<file path="config.mk">
export PLATFORM = sky130hd
export DESIGN_NAME = etfi_queue
export DESIGN_NICKNAME = d
export VERILOG_FILES = /design/src/rtl/escape_time_fractal_iterator_macros.svh /design/src/rtl/etfi_pkg.sv /design/src/rtl/etfi_queue.sv
export SDC_FILE = /design/constraint.sdc
export NUM_CORES = 1
export LEC_CHECK = 0
export BUFFER_PORTS_ARGS = -buffer_cell sky130_fd_sc_hd__buf_2
export CAP_MARGIN = 20
export CORE_UTILIZATION = 45
export CTS_CLUSTER_SIZE = 28
export DETAILED_ROUTE_END_ITERATION = 8
export PLACE_DENSITY = 0.7
export SYNTH_ARGS = -nofsm -noshare
export SYNTH_HDL_FRONTEND = slang
export SYNTH_SLANG_ARGS = --single-unit
</file>
<file path="constraint.sdc">
create_clock -name i_clk -period 3.7 [get_ports i_clk]
set_input_delay 0.37 -clock i_clk [delete_from_list [all_inputs] [get_ports i_clk]]
set_output_delay 0.37 -clock i_clk [all_outputs]
set_load 0.05 [all_outputs]
</file>
<file path="src/rtl/escape_time_fractal_iterator_macros.svh">
// Assertion helpers, clocked on the rising edge, off while reset is low.
`ifndef ESCAPE_TIME_FRACTAL_ITERATOR_MACROS_SVH
`define ESCAPE_TIME_FRACTAL_ITERATOR_MACROS_SVH

// same-cycle implication
`define ETFI_ASSERT_IMP(label, clk, rst_n, ante, cons, msg) \
    label: assert property (@(posedge clk) disable iff (!(rst_n)) (ante) |-> (cons)) \
        else $error(msg);

// next-cycle implication
`define ETFI_ASSERT_NXT(label, clk, rst_n, ante, cons, msg) \
    label: assert property (@(posedge clk) disable iff (!(rst_n)) (ante) |=> (cons)) \
        else $error(msg);

`endif

</file>
<file path="src/rtl/etfi_pkg.sv">
package etfi_pkg;

    localparam int WORD_BITS = 32;
    localparam int FRAC_BITS = 28;
    localparam int ITER_BITS = 16;
    localparam int PIX_BITS  = 16;

    localparam int SPAN_BITS = WORD_BITS - 1;
    localparam int MODE_BITS = 2;
    localparam int PROD_BITS = 2 * WORD_BITS;
    localparam int EXT_BITS  = 2 * WORD_BITS + 2;
    localparam int MAP_BITS  = PIX_BITS + SPAN_BITS;

    // register file
    localparam int REG_COUNT = 8;
    localparam int DATA_BITS = 32;
    localparam int IDX_BITS  = $clog2(REG_COUNT);
    localparam int ADDR_BITS = IDX_BITS + 2;

    localparam logic [IDX_BITS-1:0] REG_MODE      = IDX_BITS'(0);
    localparam logic [IDX_BITS-1:0] REG_SPAN_RE   = IDX_BITS'(1);
    localparam logic [IDX_BITS-1:0] REG_SPAN_IM   = IDX_BITS'(2);
    localparam logic [IDX_BITS-1:0] REG_CENTRE_RE = IDX_BITS'(3);
    localparam logic [IDX_BITS-1:0] REG_CENTRE_IM = IDX_BITS'(4);
    localparam logic [IDX_BITS-1:0] REG_SEED_RE   = IDX_BITS'(5);
    localparam logic [IDX_BITS-1:0] REG_SEED_IM   = IDX_BITS'(6);
    localparam logic [IDX_BITS-1:0] REG_LIMIT     = IDX_BITS'(7);

    localparam logic [MODE_BITS-1:0] MODE_MANDEL  = MODE_BITS'(0);
    localparam logic [MODE_BITS-1:0] MODE_TRICORN = MODE_BITS'(1);
    localparam logic [MODE_BITS-1:0] MODE_JULIA   = MODE_BITS'(2);

    localparam logic [SPAN_BITS-1:0] SPAN_RESET  = SPAN_BITS'(1) << FRAC_BITS;
    localparam logic [ITER_BITS-1:0] LIMIT_RESET = ITER_BITS'(100);

    // |z|^2 bound of 4.0 at 2*FRAC_BITS fraction bits
    localparam logic [PROD_BITS-1:0] ESC_THR = PROD_BITS'(1) << (2 * FRAC_BITS + 2);

    localparam int QUEUE_DEPTH = 2;
    localparam int QPTR_BITS   = $clog2(QUEUE_DEPTH);

    // back end states
    localparam logic [1:0] S_IDLE = 2'd0;
    localparam logic [1:0] S_MUL  = 2'd1;
    localparam logic [1:0] S_UPD  = 2'd2;
    localparam logic [1:0] S_OUT  = 2'd3;

    typedef struct packed {
        logic [MODE_BITS-1:0]        mode;
        logic [SPAN_BITS-1:0]        span_re;
        logic [SPAN_BITS-1:0]        span_im;
        logic signed [WORD_BITS-1:0] centre_re;
        logic signed [WORD_BITS-1:0] centre_im;
        logic signed [WORD_BITS-1:0] seed_re;
        logic signed [WORD_BITS-1:0] seed_im;
        logic [ITER_BITS-1:0]        limit;
    } t_cfg;

    typedef struct packed {
        logic signed [WORD_BITS-1:0] re;
        logic signed [WORD_BITS-1:0] im;
    } t_point;

    typedef struct packed {
        logic a_vld;
        logic b_vld;
    } t_front_sts;

    typedef struct packed {
        logic [1:0] state;
    } t_back_sts;

    // clamp to the signed word range
    function automatic logic signed [WORD_BITS-1:0] sat_word(
        input logic signed [EXT_BITS-1:0] v
    );
        logic all_one;
        logic all_zero;
        all_one  = &v[EXT_BITS-1:WORD_BITS-1];
        all_zero = ~|v[EXT_BITS-1:WORD_BITS-1];
        if (all_one || all_zero) begin
            return v[WORD_BITS-1:0];
        end else if (v[EXT_BITS-1]) begin
            return {1'b1, {(WORD_BITS-1){1'b0}}};
        end else begin
            return {1'b0, {(WORD_BITS-1){1'b1}}};
        end
    endfunction

endpackage

</file>
<file path="src/rtl/etfi_queue.sv">
module etfi_queue (
    input  logic             i_clk,
    input  logic             i_rst_n,
    input  logic             i_push_valid,
    input  etfi_pkg::t_point i_push_data,
    output logic             o_push_ready,
    output logic             o_pop_valid,
    output etfi_pkg::t_point o_pop_data,
    input  logic             i_pop_ready
);
    import etfi_pkg::*;

    t_point               r_mem [QUEUE_DEPTH];
    logic [QPTR_BITS-1:0] r_wp;
    logic [QPTR_BITS-1:0] r_rp;
    logic [QPTR_BITS:0]   r_cnt;
    logic                 push;
    logic                 pop;

    function automatic logic [QPTR_BITS-1:0] wrap_inc(input logic [QPTR_BITS-1:0] p);
        if (p == QPTR_BITS'(QUEUE_DEPTH - 1)) begin
            return '0;
        end else begin
            return p + QPTR_BITS'(1);
        end
    endfunction

    assign o_push_ready = r_cnt != (QPTR_BITS + 1)'(QUEUE_DEPTH);
    assign o_pop_valid  = r_cnt != '0;
    assign o_pop_data   = r_mem[r_rp];
    assign push         = i_push_valid && o_push_ready;
    assign pop          = o_pop_valid && i_pop_ready;

    always_ff @(posedge i_clk) begin
        if (!i_rst_n) begin
            r_wp  <= '0;
            r_rp  <= '0;
            r_cnt <= '0;
        end else begin
            if (push) begin
                r_wp <= wrap_inc(r_wp);
            end
            if (pop) begin
                r_rp <= wrap_inc(r_rp);
            end
            if (push && !pop) begin
                r_cnt <= r_cnt + (QPTR_BITS + 1)'(1);
            end else if (pop && !push) begin
                r_cnt <= r_cnt - (QPTR_BITS + 1)'(1);
            end
        end
    end

    always_ff @(posedge i_clk) begin
        if (push) begin
            r_mem[r_wp] <= i_push_data;
        end
    end

endmodule

</file>
==> flow_summary.yaml <==
status:
  status: "finished clean"
sta:
  rsz0062_at_grt: "false"
  worst_pin_slew_ns: 0.870
  hold_viol_final: 0
  setup_slack_ns: 1.13
  finalSetupViolCount: 0
  final_max_slew_viol_count: 0
  skew_ns: 0.00895
  max_freq_mhz: 389
  max-slew-margin-rel_pct: 42.0
  fin_crit_ns: 2.57
  fin_setup_tns_ns: 0
  finalCritPeriodShare_pct: 69.5
cts:
  root_buffer: "clkbuf_8"
  cts_resized: 0
  cts_tree: "built"
  cts.sinks: 133
  postCtsSetupBuffers: 0
  cts_htree_levels: 4
  cts_buffers: 17
  clock_path_buffers: 2
  clk_pin_slew_ns: 0.06
  hold_buffers: 0
  clk-insertion-delay-late_ns: 0.51
place:
  portBuffers: 133
  hpwl_mm: 5.13
  postPlaceCellArea_um2: 5680
  post-place-ws_ns: 1.62
  gp_congestion: 0.695
worst_setup_path:
  cp-start-kind: "flip-flop"
  path_buf_inv: 2
  crit_type: "flip-flop to output pin"
  worstPathMaxFanout: 37
  critPathArrivalTime_ns: 2.20
  crit_family: "flip-flops"
  crit_required_ns: 3.33
  cp_cell_sequence: "buf_12 -> mux2_2 -> buf_2"
  slowest_stage: "dfxtp_2"
  end_kind: "output pin"
  rr_startpoint: "r_cnt[0]$_SDFFE_PN0P_"
  slowest_delay_ns: 0.79
global_route:
  gr-total-overflow: 0
  track_usage_pct: 15.6
  antenna_found_initial: 0
  grt_pass1_vias: 2574
  grt_pass1_wl_mm: 12.8
  grt_max_degree: 65
power:
  power_density_nw_per_um2: 854
  peakVddDrop_uv: 488
  power.leakage_nw: 2.39
floorplan:
  start_util_pct: 46.6
  die_x_um: 106
  die_y_um: 106
  core_um2: 10400
  die-area_um2: 11200
  rows: 37
  io_pins: 134
synth:
  syn_inst: 223
  synth_warnings: 0
  synth_nets: 292
  yosys.cell_types.count: 20
  netlist_area_um2: 4860
  synth.yosys.seq_area_share_pct: 81.2
  synth.avg_cell_area_um2: 21.8
  ys_seq_elements: 133
route:
  via_count: 2532
  drc: 0
  viasPerCell: 4.87
  postRouteAntennaNets: 0
  wl_mm: 8.37
  drt_iter0_markers: 89
  wl_per_cell_um: 16.1
  drtPass1Iterations: 4
layout:
  fin_nets: 440
  antenna_cells: 0
  design_area_um2: 6330
  areaGrowthSynthToFinish_pct: 30.4
  drive_gt1_share_pct: 61.5
worst_hold_path:
  hp-class: "input port to flip-flop"
  worstHoldStart: "i_push_data[39]"
job:
  maxCapViolCount: 0
## metal layers
metal	up-vias	part of all wire (%)	GRT usage [%]
met5	-	0	0
met4	0	1.5	7.44
met3	13	5.9	5.82
met2	98	50	25.9
met1	1239	42	18.0
li1	1182	-	-
## per-stage QoR
| step | util (%) | power, mW | std cells | hold slack, ns |
|---|---|---|---|---|
| floorplan | - | 3.32 | 223 | 0.469 |
| global placement | 54.5 | 3.65 | 488 | 0.539 |
| detailed placement | 54.5 | 3.67 | 488 | 0.561 |
| CTS | 60.8 | 5.48 | 520 | 0.0213 |
| global route | 60.8 | 5.61 | 520 | 0.0172 |
| finish | 60.8 | 5.41 | 520 | 0.0489 |
## path summary, 6_finish.rpt
check / to / depth (start not counted) / slack [ns]
max reg2reg: r_mem[1][60]$_DFFE_PP_ / 3 / 1.82
min: r_mem[0][39]$_DFFE_PP_ / 1 / 0.05
min reg2reg: r_cnt[1]$_SDFFE_PN0P_ / 2 / 0.58
max: o_pop_data[59] / 3 / 1.13
## flip-flops by register name, indices dropped and copies added (netlist names), named ones only
name and cells:
r_mem 128, r_rp 1, r_cnt 2, r_wp 1
## final cells by class
| class | instances | area (um^2) |
|---|---|---|
| clock buffer | 26 | 518 |
| clock inverter | 6 | 136 |
| fill | 793 | 4080 |
| inverter | 1 | 3.75 |
| multi-input combinational | 82 | 861 |
| sequential | 133 | 3950 |
| tap | 136 | 170 |
| timing repair buffer | 136 | 701 |
## synth_stat cells
cell / n / area share (%)
xnor2_1: 2 / 0.36
o21ai_1: 1 / 0.10
a21boi_1: 1 / 0.15
or2_2: 1 / 0.13
ha_1: 1 / 0.26
buf_2: 1 / 0.10
a21boi_0: 1 / 0.15
and2_1: 4 / 0.52
mux2_2: 64 / 15
and3_1: 1 / 0.13
nand3b_1: 1 / 0.15
nand2b_4: 1 / 0.28
buf_4: 6 / 0.93
xor2_1: 1 / 0.18
o21ai_0: 1 / 0.10
inv_1: 1 / 0.077
dfxtp_1: 5 / 2.1
or3_1: 1 / 0.13
a21bo_2: 1 / 0.21
edfxtp_1: 128 / 79
## kinds of logic after synthesis
group,count (synthesis),synth area share (%)
buf+inv,8,1.11
fa+ha+maj,1,0.258
flops,133,81.2
compound gates,5,0.721
mux,64,14.8
simple gates,9,1.34
xor+xnor,3,0.541
## where the power goes
group / switching [mW] / total, mW / internal (mW)
combinational: 1.17 / 1.64 / 0.473
clock: 0.567 / 1.79 / 1.22
sequential: 0.0972 / 1.98 / 1.89
## placed cells by master, fill, tap and decap left out, drive strengths merged
cell type  synthesis  layout
or3                1       1
mux2              64      64
xnor2              2       2
nand3b             1       1
ha                 1       1
a21bo              1       1
xor2               1       1
o21ai              2       2
edfxtp           128     128
clkinvlp           0       1
and3               1       1
nand2b             1       1
clkbuf             0      26
clkinv             0       1
inv                1       1
buf                7     136
dfxtp              5       5
and2               4       4
or2                1       1
a21boi             2       2
bufinv             0       4
Power figures use the tool's default switching activity.
