$ cat src/rtl/escape_time_fractal_iterator_macros.svh
// Assertion helpers, clocked on the rising edge, off while reset is low.
`ifndef ESCAPE_TIME_FRACTAL_ITERATOR_MACROS_SVH
`define ESCAPE_TIME_FRACTAL_ITERATOR_MACROS_SVH

// same-cycle implication
`define ETFI_ASSERT_IMP(label, clk, rst_n, ante, cons, msg) \
    label: assert property (@(posedge clk) disable iff (!(rst_n)) (ante) |-> (cons)) \
        else $error(msg);

// next-cycle implication
`define ETFI_ASSERT_NXT(label, clk, rst_n, ante, cons, msg) \
    label: assert property (@(posedge clk) disable iff (!(rst_n)) (ante) |=> (cons)) \
        else $error(msg);

`endif

$ cat src/rtl/etfi_pkg.sv
package etfi_pkg;

    localparam int WORD_BITS = 32;
    localparam int FRAC_BITS = 28;
    localparam int ITER_BITS = 16;
    localparam int PIX_BITS  = 16;

    localparam int SPAN_BITS = WORD_BITS - 1;
    localparam int MODE_BITS = 2;
    localparam int PROD_BITS = 2 * WORD_BITS;
    localparam int EXT_BITS  = 2 * WORD_BITS + 2;
    localparam int MAP_BITS  = PIX_BITS + SPAN_BITS;

    // register file
    localparam int REG_COUNT = 8;
    localparam int DATA_BITS = 32;
    localparam int IDX_BITS  = $clog2(REG_COUNT);
    localparam int ADDR_BITS = IDX_BITS + 2;

    localparam logic [IDX_BITS-1:0] REG_MODE      = IDX_BITS'(0);
    localparam logic [IDX_BITS-1:0] REG_SPAN_RE   = IDX_BITS'(1);
    localparam logic [IDX_BITS-1:0] REG_SPAN_IM   = IDX_BITS'(2);
    localparam logic [IDX_BITS-1:0] REG_CENTRE_RE = IDX_BITS'(3);
    localparam logic [IDX_BITS-1:0] REG_CENTRE_IM = IDX_BITS'(4);
    localparam logic [IDX_BITS-1:0] REG_SEED_RE   = IDX_BITS'(5);
    localparam logic [IDX_BITS-1:0] REG_SEED_IM   = IDX_BITS'(6);
    localparam logic [IDX_BITS-1:0] REG_LIMIT     = IDX_BITS'(7);

    localparam logic [MODE_BITS-1:0] MODE_MANDEL  = MODE_BITS'(0);
    localparam logic [MODE_BITS-1:0] MODE_TRICORN = MODE_BITS'(1);
    localparam logic [MODE_BITS-1:0] MODE_JULIA   = MODE_BITS'(2);

    localparam logic [SPAN_BITS-1:0] SPAN_RESET  = SPAN_BITS'(1) << FRAC_BITS;
    localparam logic [ITER_BITS-1:0] LIMIT_RESET = ITER_BITS'(100);

    // |z|^2 bound of 4.0 at 2*FRAC_BITS fraction bits
    localparam logic [PROD_BITS-1:0] ESC_THR = PROD_BITS'(1) << (2 * FRAC_BITS + 2);

    localparam int QUEUE_DEPTH = 2;
    localparam int QPTR_BITS   = $clog2(QUEUE_DEPTH);

    // back end states
    localparam logic [1:0] S_IDLE = 2'd0;
    localparam logic [1:0] S_MUL  = 2'd1;
    localparam logic [1:0] S_UPD  = 2'd2;
    localparam logic [1:0] S_OUT  = 2'd3;

    typedef struct packed {
        logic [MODE_BITS-1:0]        mode;
        logic [SPAN_BITS-1:0]        span_re;
        logic [SPAN_BITS-1:0]        span_im;
        logic signed [WORD_BITS-1:0] centre_re;
        logic signed [WORD_BITS-1:0] centre_im;
        logic signed [WORD_BITS-1:0] seed_re;
        logic signed [WORD_BITS-1:0] seed_im;
        logic [ITER_BITS-1:0]        limit;
    } t_cfg;

    typedef struct packed {
        logic signed [WORD_BITS-1:0] re;
        logic signed [WORD_BITS-1:0] im;
    } t_point;

    typedef struct packed {
        logic a_vld;
        logic b_vld;
    } t_front_sts;

    typedef struct packed {
        logic [1:0] state;
    } t_back_sts;

    // clamp to the signed word range
    function automatic logic signed [WORD_BITS-1:0] sat_word(
        input logic signed [EXT_BITS-1:0] v
    );
        logic all_one;
        logic all_zero;
        all_one  = &v[EXT_BITS-1:WORD_BITS-1];
        all_zero = ~|v[EXT_BITS-1:WORD_BITS-1];
        if (all_one || all_zero) begin
            return v[WORD_BITS-1:0];
        end else if (v[EXT_BITS-1]) begin
            return {1'b1, {(WORD_BITS-1){1'b0}}};
        end else begin
            return {1'b0, {(WORD_BITS-1){1'b1}}};
        end
    endfunction

endpackage

$ cat src/rtl/etfi_front.sv
module etfi_front (
    input  logic                          i_clk,
    input  logic                          i_rst_n,
    input  etfi_pkg::t_cfg                i_cfg,
    input  logic                          i_valid,
    output logic                          o_ready,
    input  logic [etfi_pkg::PIX_BITS-1:0] i_frac_x,
    input  logic [etfi_pkg::PIX_BITS-1:0] i_frac_y,
    output logic                          o_push_valid,
    output etfi_pkg::t_point              o_push_data,
    input  logic                          i_push_ready,
    output etfi_pkg::t_front_sts          o_sts
);
    import etfi_pkg::*;

    // stage A: captured fractions, stage B: span products
    logic                r_a_vld;
    logic                r_b_vld;
    logic [PIX_BITS-1:0] r_fx;
    logic [PIX_BITS-1:0] r_fy;
    logic [MAP_BITS-1:0] r_px;
    logic [MAP_BITS-1:0] r_py;
    logic                b_free;
    logic                a_move;
    logic                acc;

    // centre + floor(frac*span/2^16) - floor(span/2), then clamp
    function automatic logic signed [WORD_BITS-1:0] map_axis(
        input logic [MAP_BITS-1:0]        prod,
        input logic [SPAN_BITS-1:0]       span,
        input logic signed [WORD_BITS-1:0] centre
    );
        logic signed [EXT_BITS-1:0] t;
        t = signed'(EXT_BITS'(prod[MAP_BITS-1:PIX_BITS])) + EXT_BITS'(centre)
            - signed'(EXT_BITS'(span[SPAN_BITS-1:1]));
        return sat_word(t);
    endfunction

    assign b_free  = !r_b_vld || i_push_ready;
    assign a_move  = r_a_vld && b_free;
    assign o_ready = !r_a_vld || b_free;
    assign acc     = i_valid && o_ready;

    assign o_push_valid   = r_b_vld;
    assign o_push_data.re = map_axis(r_px, i_cfg.span_re, i_cfg.centre_re);
    assign o_push_data.im = map_axis(r_py, i_cfg.span_im, i_cfg.centre_im);

    assign o_sts.a_vld = r_a_vld;
    assign o_sts.b_vld = r_b_vld;

    always_ff @(posedge i_clk) begin
        if (!i_rst_n) begin
            r_a_vld <= 1'b0;
            r_b_vld <= 1'b0;
        end else begin
            if (acc) begin
                r_a_vld <= 1'b1;
            end else if (a_move) begin
                r_a_vld <= 1'b0;
            end
            if (a_move) begin
                r_b_vld <= 1'b1;
            end else if (i_push_ready) begin
                r_b_vld <= 1'b0;
            end
        end
    end

    always_ff @(posedge i_clk) begin
        if (acc) begin
            r_fx <= i_frac_x;
            r_fy <= i_frac_y;
        end
        if (a_move) begin
            r_px <= MAP_BITS'(r_fx) * MAP_BITS'(i_cfg.span_re);
            r_py <= MAP_BITS'(r_fy) * MAP_BITS'(i_cfg.span_im);
        end
    end

endmodule

$ cat config.mk
export PLATFORM = sky130hd
export DESIGN_NAME = etfi_front
export DESIGN_NICKNAME = d
export VERILOG_FILES = /design/src/rtl/escape_time_fractal_iterator_macros.svh /design/src/rtl/etfi_pkg.sv /design/src/rtl/etfi_front.sv
export SDC_FILE = /design/constraint.sdc
export NUM_CORES = 2
export LEC_CHECK = 0
export BUFFER_PORTS_ARGS = -buffer_cell sky130_fd_sc_hd__buf_2
export CAP_MARGIN = 20
export CORE_MARGIN = 10
export CORE_UTILIZATION = 40
export DETAILED_ROUTE_END_ITERATION = 12
export HOLD_SLACK_MARGIN = 0.06
export PLACE_DENSITY = 0.66
export SYNTH_ARGS = -nofsm -noshare
export SYNTH_HDL_FRONTEND = slang
export SYNTH_SLANG_ARGS = --single-unit
export TNS_END_PERCENT = 1
$ cat constraint.sdc
create_clock -name i_clk -period 18.9 [get_ports i_clk]
set_clock_uncertainty 0.15 [all_clocks]
set_input_delay 1.89 -clock i_clk [delete_from_list [all_inputs] [get_ports i_clk]]
set_output_delay 1.89 -clock i_clk [all_outputs]
set_load 0.01 [all_outputs]
==> flow_metrics.env <==
export IMPL_outcome="completed"
export IMPL_finalHoldViolations=0
export IMPL_grt_pass1_wl_um=179000
export IMPL_path_class="in2reg"
export IMPL_vias=29800
export IMPL_maxCapViolCount=0
export IMPL_fin_setup_tns_ns=0
export IMPL_drt_wl_total_um=111000
export IMPL_synth_ff_type="edfxtp_1"
export IMPL_cp_end_kind="flip-flop"
export IMPL_grt_pass1_vias=32500
export IMPL_synth_edff_count=94
export IMPL_dieArea_um2=110000
export IMPL_portBuffers=229
export IMPL_diodes=0
export IMPL_postSynthNetCount=5785
export IMPL_relSlewSlack=0.258
export IMPL_crit_path_start_kind="primary input"
export IMPL_regToRegSetupSlack_ns=11.30
export IMPL_gp_congestion=0.914
export IMPL_setup_viol=0
export IMPL_synthArstFlopShare=0
export IMPL_synth_seq_cells=96
export IMPL_hold_path_endpoint="o_push_valid"
export IMPL_synth_seq_area_share=0.0739
export IMPL_grt_max_degree=63
export IMPL_rsz0062_at_grt="no"
export IMPL_seq_area_um2=2860
export IMPL_nets=5877
export IMPL_max_clock_freq_mhz=114
export IMPL_cts_clk_slew_worst_paths_ns=0.08
export IMPL_postCtsSetupRepairBufs=0
export IMPL_min_period_ns=8.76
export IMPL_clk_path_buf_depth=2
export IMPL_final_cell_mix="inv_1, fa_1, nand2_1"
export IMPL_wl_met1_um=45600
export IMPL_grt_antenna_before_repair=3
export IMPL_root_buffer="clkbuf_16"
export IMPL_yosys_warnings=0
export IMPL_cts_buffers=9
export IMPL_worstMarginPinSlew_ns=1.11
export IMPL_hp_class="reg2reg"
export IMPL_top_layer_used="met5"
export IMPL_drtIter0Drc=2086
export IMPL_design_core_area_um2=96400
export IMPL_insertion_delay_ns=0.42
export IMPL_initial_core_util=0.402
export IMPL_syn_area_um2=38700
export IMPL_grt_use_total=0.210
export IMPL_detailed_place_hpwl_um=83800
export IMPL_final_common_cell="inv_1"
export IMPL_reg2reg_to="r_py[46]"
export IMPL_critical_path_max_fanout=17
export IMPL_post_route_period_util=0.463
export IMPL_first_pass_iters=6
export IMPL_rr_startpoint="r_fy[7]"
export IMPL_multiInputGateArea_um2=30900
export IMPL_synth_cell_types=67
export IMPL_ff2ff_path_depth=21
export IMPL_route_met2_wl_um=52300
export IMPL_h_tree_depth=3
export IMPL_syn_avg_cell_area_um2=8.85
export IMPL_cts_tree="built"
export IMPL_via_per_inst=5.18
export IMPL_drc=0
export IMPL_cp_arrival_ns=8.76
export IMPL_avgRoutedWirePerCell_um=19.4
export IMPL_io_pins=312
export IMPL_syn2layout_area_growth_pct=6.66
export IMPL_die_height_um=331
export IMPL_clock_sinks=96
export IMPL_synth_largest_area_cell="fa_1"
export IMPL_ant_nets=0
export IMPL_hp_start="r_a_vld"
export IMPL_maxSlewViolCount=0
export IMPL_postSynthCellCount=4375
export IMPL_dieWidth_um=331
export IMPL_cts_resized_gates=0
export IMPL_hold_depth=1
export IMPL_nFillCells=9635
export IMPL_drive_above_1_share=0.0666
export IMPL_overflow=0
export IMPL_required_ns=18.91
export IMPL_num_rows=114
export IMPL_yosys_area_top_type_share=0.448
export IMPL_synthTopCellsByArea="fa_1, inv_1, ha_1, edfxtp_1, and2_1"
export IMPL_dr_wl_met3_um=9570
export IMPL_ctsHoldBuffers=0
==> routing by layer <==
layer  track usage  vias to the layer above
met5             0                        -
met4        0.0700                        2
met1         0.274                    15300
met2         0.347                     1167
li1              -                    13100
met3        0.0419                      222
==> cells by family (layout without fill, tap and decap cells) <==
family,after synthesis,in the layout,synth area share
flip-flops,96,96,0.0739
AND/OR/NAND/NOR,1249,1249,0.156
AO/OA/AOI/OAI,438,438,0.0710
buffers and inverters,1308,1405,0.127
adder cells (fa/ha/maj),1166,1166,0.545
XOR/XNOR,118,118,0.0267
==> worst max-delay path, cell delays in order <==
cell and delay (ns):
buf_2 0.46, nand2_1 0.17, fa_1 0.52, fa_1 0.49
fa_1 0.56, inv_1 0.06, fa_1 0.51, fa_1 0.49
inv_1 0.05, fa_1 0.48, inv_1 0.04, ha_1 0.34
a21oi_1 0.15, o21ai_0 0.14, a221oi_1 0.63, nand4_1 0.50
o211ai_4 0.43, a211oi_1 0.13, or3_4 0.44, a21oi_2 0.16
xnor2_1 0.09
==> cell type report <==
class	instances	area share
clock buffers	11	0.00563
repair buffers	265	0.0343
flip-flops and latches	96	0.0693
clock inverters	5	0.000818
multi-input cells	2971	0.749
well taps	1276	0.0387
inverters	1124	0.102
==> flip-flops by register name, summed over array words and instances, names as in the netlist <==
name          count
o_push_valid      1
r_a_vld           1
r_fx             16
r_fy             16
r_px             31
r_py             31
==> worst max path at each step <==
stage	startpoint	to	slack, ns	cells past startpoint
after floorplan	i_cfg[201]	r_px[43]	11.03	21
after global placement	i_cfg[185]	r_px[41]	9.97	19
after detailed placement	i_cfg[166]	r_py[46]	9.84	21
after CTS	i_cfg[148]	o_push_data[2]	10.24	14
after global routing	i_cfg[176]	o_push_data[47]	9.89	16
final	i_cfg[165]	r_py[46]	10.14	21
==> per-stage QoR <==
stage | worst slack, ns | std cells | cell area, µm² | hold WS [ns] | util
after global routing | 9.89 | 5748 | 41300 | 0.455 | 0.428
after detailed placement | 9.84 | 5732 | 41000 | 0.395 | 0.426
after floorplan | 11.03 | 4375 | 38700 | 0.350 | -
final | 10.14 | 5748 | 41300 | 0.404 | 0.428
after CTS | 10.24 | 5748 | 41300 | 0.414 | 0.428
after global placement | 9.97 | 5732 | 41000 | 0.386 | 0.426
==> synth_stat cells, drive strengths merged, types with 5 or more instances <==
library cell  number
inv             1124
fa               866
nand2            637
and2             422
ha               300
clkbuf           174
o21ai            133
a21oi            127
edfxtp            94
nor2              60
xnor2             60
xor2              58
a21o              56
nand4             25
nor2b             20
nor3              19
and3              18
o21bai            16
nand3             15
o21a              15
nand2b            14
o211ai            14
a211oi            13
buf               10
o31ai              9
a221oi             7
a21boi             5
a22oi              5
a31oi              5
a41oi              5
or3                5
Power is left out: the tool's default activity adds up to more than one toggle a clock period on the data nets, which glitch-free logic cannot reach.
