--- config.mk ---
export PLATFORM = sky130hd
export DESIGN_NAME = etfi_regs
export DESIGN_NICKNAME = d
export VERILOG_FILES = /design/src/rtl/escape_time_fractal_iterator_macros.svh /design/src/rtl/etfi_pkg.sv /design/src/rtl/etfi_regs.sv
export SDC_FILE = /design/constraint.sdc
export NUM_CORES = 1
export LEC_CHECK = 0
export ABC_AREA = 1
export BUFFER_PORTS_ARGS = -buffer_cell sky130_fd_sc_hd__clkbuf_2
export CELL_PAD_IN_SITES_DETAIL_PLACEMENT = 0
export CELL_PAD_IN_SITES_GLOBAL_PLACEMENT = 2
export CORE_MARGIN = 5
export CORE_UTILIZATION = 25
export CTS_CLUSTER_SIZE = 8
export DETAILED_ROUTE_END_ITERATION = 10
export PLACE_DENSITY_LB_ADDON = 0.1
export SYNTH_ARGS = -nofsm -noshare
export SYNTH_HDL_FRONTEND = slang
export SYNTH_SLANG_ARGS = --single-unit
--- constraint.sdc ---
create_clock -name i_clk -period 1.45 [get_ports i_clk]
set_clock_uncertainty 0.2 [all_clocks]
set_input_delay 0.2175 -clock i_clk [delete_from_list [all_inputs] [get_ports i_clk]]
set_output_delay 0.2175 -clock i_clk [all_outputs]
set_load 0.03 [all_outputs]
--- src/rtl/escape_time_fractal_iterator_macros.svh ---
// Assertion helpers, clocked on the rising edge, off while reset is low.
`ifndef ESCAPE_TIME_FRACTAL_ITERATOR_MACROS_SVH
`define ESCAPE_TIME_FRACTAL_ITERATOR_MACROS_SVH

// same-cycle implication
`define ETFI_ASSERT_IMP(label, clk, rst_n, ante, cons, msg) \
    label: assert property (@(posedge clk) disable iff (!(rst_n)) (ante) |-> (cons)) \
        else $error(msg);

// next-cycle implication
`define ETFI_ASSERT_NXT(label, clk, rst_n, ante, cons, msg) \
    label: assert property (@(posedge clk) disable iff (!(rst_n)) (ante) |=> (cons)) \
        else $error(msg);

`endif

--- src/rtl/etfi_pkg.sv ---
package etfi_pkg;

    localparam int WORD_BITS = 32;
    localparam int FRAC_BITS = 28;
    localparam int ITER_BITS = 16;
    localparam int PIX_BITS  = 16;

    localparam int SPAN_BITS = WORD_BITS - 1;
    localparam int MODE_BITS = 2;
    localparam int PROD_BITS = 2 * WORD_BITS;
    localparam int EXT_BITS  = 2 * WORD_BITS + 2;
    localparam int MAP_BITS  = PIX_BITS + SPAN_BITS;

    // register file
    localparam int REG_COUNT = 8;
    localparam int DATA_BITS = 32;
    localparam int IDX_BITS  = $clog2(REG_COUNT);
    localparam int ADDR_BITS = IDX_BITS + 2;

    localparam logic [IDX_BITS-1:0] REG_MODE      = IDX_BITS'(0);
    localparam logic [IDX_BITS-1:0] REG_SPAN_RE   = IDX_BITS'(1);
    localparam logic [IDX_BITS-1:0] REG_SPAN_IM   = IDX_BITS'(2);
    localparam logic [IDX_BITS-1:0] REG_CENTRE_RE = IDX_BITS'(3);
    localparam logic [IDX_BITS-1:0] REG_CENTRE_IM = IDX_BITS'(4);
    localparam logic [IDX_BITS-1:0] REG_SEED_RE   = IDX_BITS'(5);
    localparam logic [IDX_BITS-1:0] REG_SEED_IM   = IDX_BITS'(6);
    localparam logic [IDX_BITS-1:0] REG_LIMIT     = IDX_BITS'(7);

    localparam logic [MODE_BITS-1:0] MODE_MANDEL  = MODE_BITS'(0);
    localparam logic [MODE_BITS-1:0] MODE_TRICORN = MODE_BITS'(1);
    localparam logic [MODE_BITS-1:0] MODE_JULIA   = MODE_BITS'(2);

    localparam logic [SPAN_BITS-1:0] SPAN_RESET  = SPAN_BITS'(1) << FRAC_BITS;
    localparam logic [ITER_BITS-1:0] LIMIT_RESET = ITER_BITS'(100);

    // |z|^2 bound of 4.0 at 2*FRAC_BITS fraction bits
    localparam logic [PROD_BITS-1:0] ESC_THR = PROD_BITS'(1) << (2 * FRAC_BITS + 2);

    localparam int QUEUE_DEPTH = 2;
    localparam int QPTR_BITS   = $clog2(QUEUE_DEPTH);

    // back end states
    localparam logic [1:0] S_IDLE = 2'd0;
    localparam logic [1:0] S_MUL  = 2'd1;
    localparam logic [1:0] S_UPD  = 2'd2;
    localparam logic [1:0] S_OUT  = 2'd3;

    typedef struct packed {
        logic [MODE_BITS-1:0]        mode;
        logic [SPAN_BITS-1:0]        span_re;
        logic [SPAN_BITS-1:0]        span_im;
        logic signed [WORD_BITS-1:0] centre_re;
        logic signed [WORD_BITS-1:0] centre_im;
        logic signed [WORD_BITS-1:0] seed_re;
        logic signed [WORD_BITS-1:0] seed_im;
        logic [ITER_BITS-1:0]        limit;
    } t_cfg;

    typedef struct packed {
        logic signed [WORD_BITS-1:0] re;
        logic signed [WORD_BITS-1:0] im;
    } t_point;

    typedef struct packed {
        logic a_vld;
        logic b_vld;
    } t_front_sts;

    typedef struct packed {
        logic [1:0] state;
    } t_back_sts;

    // clamp to the signed word range
    function automatic logic signed [WORD_BITS-1:0] sat_word(
        input logic signed [EXT_BITS-1:0] v
    );
        logic all_one;
        logic all_zero;
        all_one  = &v[EXT_BITS-1:WORD_BITS-1];
        all_zero = ~|v[EXT_BITS-1:WORD_BITS-1];
        if (all_one || all_zero) begin
            return v[WORD_BITS-1:0];
        end else if (v[EXT_BITS-1]) begin
            return {1'b1, {(WORD_BITS-1){1'b0}}};
        end else begin
            return {1'b0, {(WORD_BITS-1){1'b1}}};
        end
    endfunction

endpackage

--- src/rtl/etfi_regs.sv ---
module etfi_regs (
    input  logic                           i_clk,
    input  logic                           i_rst_n,
    input  logic                           psel,
    input  logic                           penable,
    input  logic                           pwrite,
    input  logic [etfi_pkg::ADDR_BITS-1:0] paddr,
    input  logic [etfi_pkg::DATA_BITS-1:0] pwdata,
    output logic [etfi_pkg::DATA_BITS-1:0] prdata,
    output logic                           pready,
    output etfi_pkg::t_cfg                 o_cfg
);
    import etfi_pkg::*;

    t_cfg                r_cfg;
    logic [IDX_BITS-1:0] idx;
    logic                wr_en;

    assign idx    = paddr[ADDR_BITS-1:2];
    assign wr_en  = psel && penable && pwrite;
    assign pready = 1'b1;
    assign o_cfg  = r_cfg;

    always_ff @(posedge i_clk) begin
        if (!i_rst_n) begin
            r_cfg.mode      <= MODE_MANDEL;
            r_cfg.span_re   <= SPAN_RESET;
            r_cfg.span_im   <= SPAN_RESET;
            r_cfg.centre_re <= '0;
            r_cfg.centre_im <= '0;
            r_cfg.seed_re   <= '0;
            r_cfg.seed_im   <= '0;
            r_cfg.limit     <= LIMIT_RESET;
        end else if (wr_en) begin
            unique case (idx)
                REG_MODE:      r_cfg.mode      <= pwdata[MODE_BITS-1:0];
                REG_SPAN_RE:   r_cfg.span_re   <= pwdata[SPAN_BITS-1:0];
                REG_SPAN_IM:   r_cfg.span_im   <= pwdata[SPAN_BITS-1:0];
                REG_CENTRE_RE: r_cfg.centre_re <= pwdata[WORD_BITS-1:0];
                REG_CENTRE_IM: r_cfg.centre_im <= pwdata[WORD_BITS-1:0];
                REG_SEED_RE:   r_cfg.seed_re   <= pwdata[WORD_BITS-1:0];
                REG_SEED_IM:   r_cfg.seed_im   <= pwdata[WORD_BITS-1:0];
                REG_LIMIT:     r_cfg.limit     <= pwdata[ITER_BITS-1:0];
                default: begin
                end
            endcase
        end
    end

    always_comb begin
        unique case (idx)
            REG_MODE:      prdata = DATA_BITS'(r_cfg.mode);
            REG_SPAN_RE:   prdata = DATA_BITS'(r_cfg.span_re);
            REG_SPAN_IM:   prdata = DATA_BITS'(r_cfg.span_im);
            REG_CENTRE_RE: prdata = DATA_BITS'(unsigned'(r_cfg.centre_re));
            REG_CENTRE_IM: prdata = DATA_BITS'(unsigned'(r_cfg.centre_im));
            REG_SEED_RE:   prdata = DATA_BITS'(unsigned'(r_cfg.seed_re));
            REG_SEED_IM:   prdata = DATA_BITS'(unsigned'(r_cfg.seed_im));
            REG_LIMIT:     prdata = DATA_BITS'(r_cfg.limit);
            default:       prdata = '0;
        endcase
    end

endmodule

==> results of run 1 <==
## synthesized netlist by cell type
library cell / number / area (um^2)
a21oi_1: 8 / 40.04
buf_1: 6 / 22.52
buf_2: 42 / 210.2
buf_4: 15 / 112.6
buf_6: 4 / 45.04
clkbuf_1: 36 / 135.1
clkbuf_2: 2 / 10.01
conb_1: 1 / 3.750
dfxtp_1: 208 / 4164
inv_1: 95 / 356.6
inv_2: 6 / 22.52
inv_4: 1 / 6.260
nand2_1: 136 / 510.5
nand2_4: 2 / 22.52
nand3_1: 26 / 130.1
nand3_2: 1 / 10.01
nand3_4: 5 / 87.58
nand3b_1: 8 / 60.06
nand4_1: 22 / 137.6
nor2_1: 382 / 1434
nor2_2: 4 / 25.02
nor2_4: 4 / 45.04
nor2_8: 1 / 20.02
nor3_1: 130 / 650.6
o21ai_0: 180 / 900.9
o21ai_1: 61 / 305.3
## tightest hold or removal path: stages
cell      delay [ns]
clkbuf_2        0.10
nand3_4         0.15
buf_4           0.17
nor3_1          0.05
nor2_1          0.08
## cell usage in the layout (no fill, tap or decap), drive strengths merged
master and instances:
nor3 130, nand4 22, nand3 32, dlygate4sd3 34, dfxtp 208, clkbuf 117
a21oi 8, nand2 138, clkinv 1, nor2 391, conb 1, o21ai 241
inv 102, nand3b 8, buf 474
## cell type report
type                            instances  area (um^2)  share of cell area (%)
Clock buffer                           33        783.3                   4.222
Tap cell                              511        639.4                   3.446
Multi-Input combinational cell        971         4865                   26.22
Sequential cell                       208         4502                   24.27
Clock inverter                          1        8.758                 0.04721
Timing Repair Buffer                  592         7333                   39.53
Inverter                              102        420.4                   2.266
## path summary, 6_finish.rpt
check,start,cells after the start,slack (ns),end
worst max-delay path,paddr[4],11,-0.39,prdata[4]
worst max register to register,o_cfg[124],4,0.37,o_cfg[124]
worst min register to register,o_cfg[5],2,0.30,o_cfg[5]
worst min-delay path,penable,5,0.06,o_cfg[96]
## through the flow
step	utilization [%]	instances	setup WS, ns	instance area [um^2]
floorplan	-	1386	-0.08427	9607
finish	49.49	2418	-0.3938	18550
detailed placement	33.97	2237	-0.5397	12740
global route	49.49	2418	-0.4500	18550
CTS	46.21	2360	-0.4414	17320
global placement	33.97	2237	-0.5564	12740
## logic make-up (layout without fill, tap and decap cells)
logic type             count (synthesis)  count (layout)
AOI/OAI and AO/OA                    249             249
buffers and inverters                207             728
and+or+nand+nor                      721             721
other                                  1               1
DFF                                  208             208
## what timing repair did
item                                    in CTS  in global routing
hold endpoints to repair                   208                  0
hold buffers                                34                  0
pin swaps                                  108                 89
cloned                                       0                  4
buffers inserted                            56                 90
resized for setup                          899                384
endpoints found under the setup margin     240                240
## power groups by stage
stage / clock network (mW) / logic [mW] / registers [mW]
floorplan: 0 / 0.501 / 6.11
global placement: 0 / 1.36 / 5.98
detailed placement: 0 / 1.36 / 5.98
CTS: 6.52 / 1.69 / 5.86
global route: 6.73 / 1.95 / 5.83
finish: 6.35 / 1.85 / 5.83
## routing by layer
layer	share of wire (%)	GRT usage, %	vias to the layer above
met5	0	0	-
met4	2.4	5.073	0
met3	5.4	4.021	60
met2	48	38.03	310
met1	45	30.54	5396
li1	-	-	5533
==> run summary, run 1 <==
Max Cap Viol = 0
Gr usage total = 22.66%
Max FFs per register = 208
Final setup viols = 215
# rows = 71
WL final = 50650 um
Post-synthesis register bit count = 208
Seq pwr share = 41.6%
Remaining DRCs = 0
Final WS setup = -0.3938 ns
Maximum net fanout on the critical path = 12
Clock Sinks = 208
RSZ-0062 raised after global routing = yes
Final Hold Fails = 0
Internal = 10.28 mW
FILL cells = 3739
Total Power = 14.03 mW
GPL Wtd Cong = 0.7932
Largest family of logic cells by synthesized area = simple AND/OR/NAND/NOR gates
H-tree depth = 1
CP startpoint kind = input port
Via Count = 11.30k
Min Tclk post-route = 1.844 ns
Critical path class = input port to primary output
Core ar. = 0.03749 mm^2
Largest net degree at the start of global routing = 75
Net switching power = 3.748 mW
Synth warn = 0
Largest delay share family, worst path = buffers and inverters
Crit share post-route = 127.2%
GRT overflow = 0
Area grow syn2layout = 95.94%
CTS tree = built
Syn Area/Cell = 6.831 um^2
Post-Synth XOR/XNOR Area = 0%
First-pass GRT wire length = 72640 um
Worst Path Buf+Inv = 6
Compound-Gate Fraction of Synth Area = 13.16%
Initial antenna violation count = 0
Clock root cell = clkbuf_16
Antenna-violating nets left = 0
Critical path cell sequence = buf_6 -> buf_12 -> buf_6 -> nor2_4 -> buf_12 -> nand2_1 -> nand2_1 -> nor2_1 -> buf_4 -> nand2_4 -> buf_8
Switching Share = 26.72%
Seq/Total Area, Yosys = 43.98%
Mapped Cells = 1386
Post-synthesis mux area share = 0%
Number of port buffers = 279
Final #Nets = 1947
Peak supply drop = 0.9451 mV
DRT iter0 DRCs = 620
Mapped Area = 0.009468 mm^2
Leak = 8.000 nW
CP max-delay cell = nor2_4
Syn Nets = 1428
Total negative slack = -23.19 ns
Critical Path AT = 1.43 ns
Clock Latency Late Sink = 0.55 ns
CTS max path bufs = 3
Worst-path clk slew = 0.05 ns
Die Span X = 204.6 um
Endpoint class of the critical path = primary output
WL per Instance = 20.95 um
Drt first pass iters = 5
Tightest Hold Check Type = input port to flop
Combinational group share of total power = 13.2%
Adder-cell share of the synthesized area = 0%
Max Fclk = 542.3 MHz
Final Slew Violations = 0
Vias in the first global route = 10.93k
Post-detail-place hpwl = 33570 um
Via density per instance = 4.673
Share of cells above drive strength 1 = 51.13%
Die ar. = 0.04186 mm^2
Failing checks = negative setup slack
Distinct cells, synth = 26
Status = finished with violations
Starting Density = 25.26%
CP max stage delay = 0.20 ns
I/O pin cnt = 283
Clk pwr share = 45.2%
Die H = 204.6 um
CTS buffer count = 30
Post-Synth Simple-Gate Area = 33.09%
Worst path required time = 1.03 ns
Power density over the cells = 756.1 mW/mm^2
Hold Slack = 0.06499 ns
Inserted Diodes = 0
Note: power is estimated with default switching activity, not from simulation.
==> run 2: changes to the inputs <==
--- a/config.mk
+++ b/config.mk
@@ -5,15 +5,16 @@
 export SDC_FILE = /design/constraint.sdc
 export NUM_CORES = 1
 export LEC_CHECK = 0
-export ABC_AREA = 1
 export BUFFER_PORTS_ARGS = -buffer_cell sky130_fd_sc_hd__clkbuf_2
 export CELL_PAD_IN_SITES_DETAIL_PLACEMENT = 0
 export CELL_PAD_IN_SITES_GLOBAL_PLACEMENT = 2
 export CORE_MARGIN = 5
-export CORE_UTILIZATION = 25
+export CORE_UTILIZATION = 26
 export CTS_CLUSTER_SIZE = 8
 export DETAILED_ROUTE_END_ITERATION = 10
+export GPL_ROUTABILITY_DRIVEN = 1
 export PLACE_DENSITY_LB_ADDON = 0.1
+export SKIP_LAST_GASP = 1
 export SYNTH_ARGS = -nofsm -noshare
 export SYNTH_HDL_FRONTEND = slang
 export SYNTH_SLANG_ARGS = --single-unit
==> run summary, run 2 <==
Status = finished with violations (unchanged)
Failing checks = negative setup slack (unchanged)
Antenna-violating nets left = 0 (unchanged)
Inserted Diodes = 0 (unchanged)
Most frequent cells in the layout = nand2_1 (418), buf_8 (188), a21boi_1 (187), dfxtp_2 (185), buf_6 (168) (was nor2_1 (332), buf_8 (197), dfxtp_2 (177), o21ai_0 (143), buf_6 (138))
Seq/Total Area, Yosys = 44.79% (was 43.98%)
Inst Count DP = 2063 (was 2237)
Post-detail-place hpwl = 33340 um (was 33570 um)
CTS tree = built (unchanged)
Final Slew Violations = 0 (unchanged)
Final Hold Fails = 0 (unchanged)
Cell Count, Final, Fillers Out = 2167 (was 2418)
Area grow syn2layout = 106.0% (was 95.94%)
Drt first pass iters = 5 (unchanged)
Critical path cell sequence = mux4_2 -> mux2_4 -> buf_8 (was buf_6 -> buf_12 -> buf_6 -> nor2_4 -> buf_12 -> nand2_1 -> nand2_1 -> nor2_1 -> buf_4 -> nand2_4 -> buf_8)
GRT overflow = 0 (unchanged)
Min Tclk post-route = 2.202 ns (was 1.844 ns)
Tightest Hold Check Type = input port to flop (unchanged)
Endpoint class of the critical path = primary output (unchanged)
Worst-path clk slew = 0.05 ns (about the same)
Remaining DRCs = 0 (unchanged)
Critical path depth = 3 (was 11)
Leak = 7.618 nW (was 8.000 nW)
CP startpoint kind = flop (was input port)
Most common cell after layout, fill and taps aside = nand2_1 (was nor2_1)
Power density over the cells = 718.4 mW/mm^2 (was 756.1 mW/mm^2)
WL final = 48270 um (was 50650 um)
Most frequent cell after synthesis = nand2_1 (was nor2_1)
Post-synth EDFFs = 0 (unchanged)
DRT iter0 DRCs = 512 (was 620)
CTS buffer count = 30 (unchanged)
CP max stage delay = 0.46 ns (was 0.20 ns)
Max Fclk = 454.1 MHz (was 542.3 MHz)
CTS max path bufs = 3 (unchanged)
Critical path class = flop to primary output (was input port to primary output)
Peak supply drop = 0.8436 mV (was 0.9451 mV)
Post-synthesis register bit count = 208 (unchanged)
Final setup viols = 223 (was 215)
Mapped Cells = 1133 (was 1386)
Initial antenna violation count = 3 (was 0)
Vias in the first global route = 10.81k (was 10.93k)
Synth warn = 0 (unchanged)
Cell Area, Placed = 0.01425 mm^2 (was 0.01274 mm^2)
Clock Sinks = 208 (unchanged)
Async SR Flop Fraction = 0% (unchanged)
I/O pin cnt = 283 (unchanged)
Synth top area share = 44.79% (was 43.98%)
Die H = 199.1 um (was 204.6 um)
Hold Slack = 0.1696 ns (was 0.06499 ns)
Gr usage total = 23.18% (was 22.66%)
H-tree depth = 1 (unchanged)
CP max-delay cell = mux4_2 (was nor2_4)
Share of cells above drive strength 1 = 56.62% (was 51.13%)
Die Span X = 199.1 um (was 204.6 um)
Critical Path AT = 1.78 ns (was 1.43 ns)
Distinct cells, synth = 41 (was 26)
Syn Nets = 1175 (was 1428)
Via density per instance = 4.837 (was 4.673)
Final #Nets = 1745 (was 1947)
Syn Area/Cell = 8.206 um^2 (was 6.831 um^2)
Top FF cell, synth = dfxtp_1 (unchanged)
Worst path required time = 1.03 ns (about the same)
Largest net degree at the start of global routing = 89 (was 75)
Final WS setup = -0.7524 ns (was -0.3938 ns)
GPL Wtd Cong = 0.7739 (was 0.7932)
Largest delay share family, worst path = multiplexers (was buffers and inverters)
Max Cap Viol = 0 (unchanged)
FILL cells = 3247 (was 3739)
Mapped Area = 0.009298 mm^2 (was 0.009468 mm^2)
Number of port buffers = 279 (unchanged)
Clock root cell = clkbuf_16 (unchanged)
Worst Path Buf+Inv = 1 (was 6)
# rows = 69 (was 71)
R2R depth = 5 (was 4)
Post-synth top area cell = dfxtp_1 (unchanged)
Maximum net fanout on the critical path = 2 (was 12)
WL per Instance = 22.27 um (was 20.95 um)
Via Count = 10.48k (was 11.30k)
Total Power = 13.76 mW (was 14.03 mW)
Core ar. = 0.03540 mm^2 (was 0.03749 mm^2)
Max FFs per register = 208 (unchanged)
Leading post-synthesis cells by cell area = dfxtp_1 (45%), nand2_1 (17%), a21boi_1 (15%) (was dfxtp_1 (44%), nor2_1 (15%), o21ai_0 (9.5%))
Die ar. = 0.03964 mm^2 (was 0.04186 mm^2)
Crit share post-route = 151.9% (was 127.2%)
RSZ-0062 raised after global routing = yes (unchanged)
FF/Latch Area = 0.004482 mm^2 (was 0.004502 mm^2)
Post-Layout Inst Area = 0.01915 mm^2 (was 0.01855 mm^2)
Clock Latency Late Sink = 0.54 ns (was 0.55 ns)
Commonest cells post-synth = nand2_1 (428), dfxtp_1 (208), a21boi_1 (186), clkbuf_1 (53), buf_2 (35) (was nor2_1 (382), dfxtp_1 (208), o21ai_0 (180), nand2_1 (136), nor3_1 (130))
First-pass GRT wire length = 69990 um (was 72640 um)
Starting Density = 26.27% (was 25.26%)
WHS Path Cells = 6 (was 5)
Footprint of the multi-input gates = 0.005538 mm^2 (was 0.004865 mm^2)
-- run 2: changes by cell type in the layout (fill, tap and decap cells not counted), sizes merged, moves of 32 or more --
cell,previous run,this run
inv,102,3
nor3,130,1
a21boi,0,201
nor2,391,20
mux2,0,32
nand2,138,428
o21ai,241,5
a22oi,0,33
buf,474,510
-- run 2: cell families after synthesis --
logic type / after synthesis / share of synthesized area (%)
AND/OR/NAND/NOR: 472 / 19.73
other: 1 / 0.04033
AO/OA/AOI/OAI: 298 / 23.86
multiplexers: 58 / 7.078
buffers and inverters: 96 / 4.508
flip-flops: 208 / 44.79
-- run 2: path summary, 6_finish.rpt --
path / start / endpoint / slack [ns]
max: o_cfg[112] / prdata[0] / -0.75
max reg2reg: o_cfg[164] / o_cfg[164] / 0.32
min: pwrite / o_cfg[150] / 0.17
min reg2reg: o_cfg[104] / o_cfg[104] / 0.27
-- run 2: worst min-delay path, delay by kind of cell --
family / cells / cell delay [ns]
and+or+nand+nor: 3 / 0.30
AOI/OAI and AO/OA: 1 / 0.12
buffers and inverters: 2 / 0.24
-- run 2: final cells by class --
class,instances,area share (%)
timing repair buffer,631,40.42
multi-input combinational,829,28.91
sequential,208,23.40
clock buffer,34,4.161
tap,461,3.011
inverter,3,0.05879
clock inverter,1,0.03920
-- run 2: power breakdown --
group          internal (mW)  total [mW]  switching (mW)
registers               5.73        5.77          0.0377
clock network           3.78        6.30            2.53
logic                  0.779        1.69           0.907
total                   10.3        13.8            3.47
-- run 2: per-stage QoR --
stage | setup slack [ns] | utilization (%) | setup TNS (ns)
final | -0.7524 | 54.11 | -31.19
after detailed placement | -0.5699 | 40.26 | -98.73
after CTS | -0.8077 | 52.48 | -41.80
after floorplan | -0.2125 | - | -3.258
after global routing | -0.8100 | 54.11 | -40.22
after global placement | -0.5733 | 40.26 | -93.58
-- run 2: layer usage --
layer / wire [um] / share of wire (%) / GRT usage (%)
met5: 34 / 0.070 / 0
met4: 695 / 1.4 / 3.850
met3: 2478 / 5.1 / 3.827
met2: 23300 / 48 / 39.24
met1: 21760 / 45 / 31.75
-- run 2: what timing repair did --
item                                   4_1_cts  5_1_grt
endpoints found under the hold margin      208        0
hold buffers                                33        0
pin swaps                                   28       12
resized for setup                          853      283
setup endpoints to repair                  240      262
setup buffers                               13       93
cloned                                       0        2
==> run 3: changes to the inputs <==
--- a/config.mk
+++ b/config.mk
@@ -14,6 +14,7 @@
 export DETAILED_ROUTE_END_ITERATION = 10
 export GPL_ROUTABILITY_DRIVEN = 1
 export PLACE_DENSITY_LB_ADDON = 0.1
+export RECOVER_POWER = 25
 export SKIP_LAST_GASP = 1
 export SYNTH_ARGS = -nofsm -noshare
 export SYNTH_HDL_FRONTEND = slang
==> run summary, run 3 (synthesis results as in run 2) <==
RSZ-0062 raised after global routing = yes (unchanged)
Initial antenna violation count = 3 (unchanged)
Tightest Hold Check Type = input port to flop (unchanged)
DRT iter0 DRCs = 513 (was 512)
Post-detail-place hpwl = 33340 um (unchanged)
Critical path class = flop to primary output (unchanged)
Clock Latency Late Sink = 0.54 ns (about the same)
Final Slew Violations = 0 (unchanged)
Inserted Diodes = 0 (unchanged)
Max Fclk = 454.1 MHz (about the same)
Starting Density = 26.27% (unchanged)
Via density per instance = 4.823 (was 4.837)
Leak = 7.600 nW (was 7.618 nW)
Final #Nets = 1745 (unchanged)
Share of cells above drive strength 1 = 56.51% (was 56.62%)
Final WS setup = -0.7519 ns (was -0.7524 ns)
Endpoint class of the critical path = primary output (unchanged)
Area grow syn2layout = 105.6% (was 106.0%)
Total Power = 13.75 mW (was 13.76 mW)
FILL cells = 3251 (was 3247)
Drt first pass iters = 6 (was 5)
Hold Slack = 0.1719 ns (was 0.1696 ns)
Power density over the cells = 719.5 mW/mm^2 (was 718.4 mW/mm^2)
CTS max path bufs = 3 (unchanged)
Die Span X = 199.1 um (unchanged)
Worst-path clk slew = 0.05 ns (about the same)
Die H = 199.1 um (unchanged)
Maximum net fanout on the critical path = 2 (unchanged)
Most common cell after layout, fill and taps aside = nand2_1 (unchanged)
First-pass GRT wire length = 69990 um (unchanged)
Most frequent cells in the layout = nand2_1 (418), buf_8 (190), a21boi_1 (185), dfxtp_2 (185), buf_6 (169) (was nand2_1 (418), buf_8 (188), a21boi_1 (187), dfxtp_2 (185), buf_6 (168))
Peak supply drop = 0.8457 mV (was 0.8436 mV)
Vias in the first global route = 10.81k (unchanged)
Failing checks = negative setup slack (unchanged)
Critical Path AT = 1.78 ns (about the same)
Clock root cell = clkbuf_16 (unchanged)
Min Tclk post-route = 2.202 ns (about the same)
Remaining DRCs = 0 (unchanged)
Final setup viols = 336 (was 223)
Via Count = 10.45k (was 10.48k)
Final Hold Fails = 0 (unchanged)
Max FFs per register = 208 (unchanged)
Crit share post-route = 151.9% (about the same)
WL per Instance = 22.30 um (was 22.27 um)
GRT overflow = 0 (unchanged)
Largest net degree at the start of global routing = 89 (unchanged)
Status = finished with violations (unchanged)
Number of port buffers = 279 (unchanged)
CTS tree = built (unchanged)
H-tree depth = 1 (unchanged)
GPL Wtd Cong = 0.7739 (unchanged)
# rows = 69 (unchanged)
DP Worst Slack = -0.5699 ns (unchanged)
Clock Sinks = 208 (unchanged)
Max Cap Viol = 0 (unchanged)
Core ar. = 0.03540 mm^2 (unchanged)
Antenna-violating nets left = 0 (unchanged)
Die ar. = 0.03964 mm^2 (unchanged)
CP startpoint kind = flop (unchanged)
Gr usage total = 23.18% (unchanged)
WL final = 48320 um (was 48270 um)
CTS buffer count = 30 (unchanged)
I/O pin cnt = 283 (unchanged)
Worst path required time = 1.03 ns (about the same)
## run 3: changes by cell type in the layout (fill, tap and decap cells not counted)
cell	change
a21boi_0	+2
a21boi_1	-2
buf_12	-4
buf_4	-3
buf_6	+1
buf_8	+2
clkbuf_1	+2
clkbuf_4	+2
## run 3: layout make-up
class	instances	area (um^2)	area share (%)
clock buffer	34	797.0	4.170
sequential	208	4482	23.45
multi-input combinational	829	5538	28.97
inverter	3	11.26	0.05891
timing repair buffer	631	7702	40.30
clock inverter	1	7.507	0.03927
tap	461	576.8	3.018
## run 3: per-stage QoR
| step | TNS, ns | utilization (%) | area [um^2] | std cells |
|---|---|---|---|---|
| 2_1_floorplan | -3.258 | - | 10240 | 1133 |
| 3_3_place_gp | -93.58 | 40.26 | 14250 | 2063 |
| 3_5_place_dp | -98.73 | 40.26 | 14250 | 2063 |
| 4_1_cts | -41.80 | 52.48 | 18580 | 2141 |
| 5_1_grt | -59.23 | 54.00 | 19110 | 2167 |
| 6_report | -38.14 | 54.00 | 19110 | 2167 |
## run 3: final timing paths
| kind | from | endpoint | slack (ns) | depth (start not counted) |
|---|---|---|---|---|
| setup reg to reg | o_cfg[164] | o_cfg[164] | 0.32 | 5 |
| hold / removal | pwrite | o_cfg[150] | 0.17 | 6 |
| hold reg to reg | o_cfg[104] | o_cfg[104] | 0.27 | 2 |
| setup / recovery | o_cfg[112] | prdata[0] | -0.75 | 3 |
## run 3: what timing repair did
| action | CTS | global route |
|---|---|---|
| buffers inserted | 13 | 93 |
| hold buffers | 33 | 0 |
| gates cloned | 0 | 2 |
| gates resized for setup | 853 | 283 |
| pin swaps | 28 | 12 |
| endpoints found under the hold margin | 208 | 0 |
| setup endpoints to repair | 240 | 262 |
## run 3: routing by layer
layer	routed length, um	up-vias	track usage (%)
li1	-	4988	-
met1	21780	5144	31.75
met2	23340	266	39.24
met3	2466	49	3.827
met4	695	4	3.850
met5	34	-	0
## run 3: worst max-delay path, cell delays in order (launching register included)
cell	delay, ns
dfxtp_4	0.34
mux4_2	0.46
mux2_4	0.31
buf_8	0.14
## run 3: power breakdown
part	switching [mW]	leakage, nW	internal (mW)
clock network	2.53	0.392	3.78
registers	0.0376	1.79	5.73
logic	0.907	5.42	0.774
total	3.47	7.60	10.3
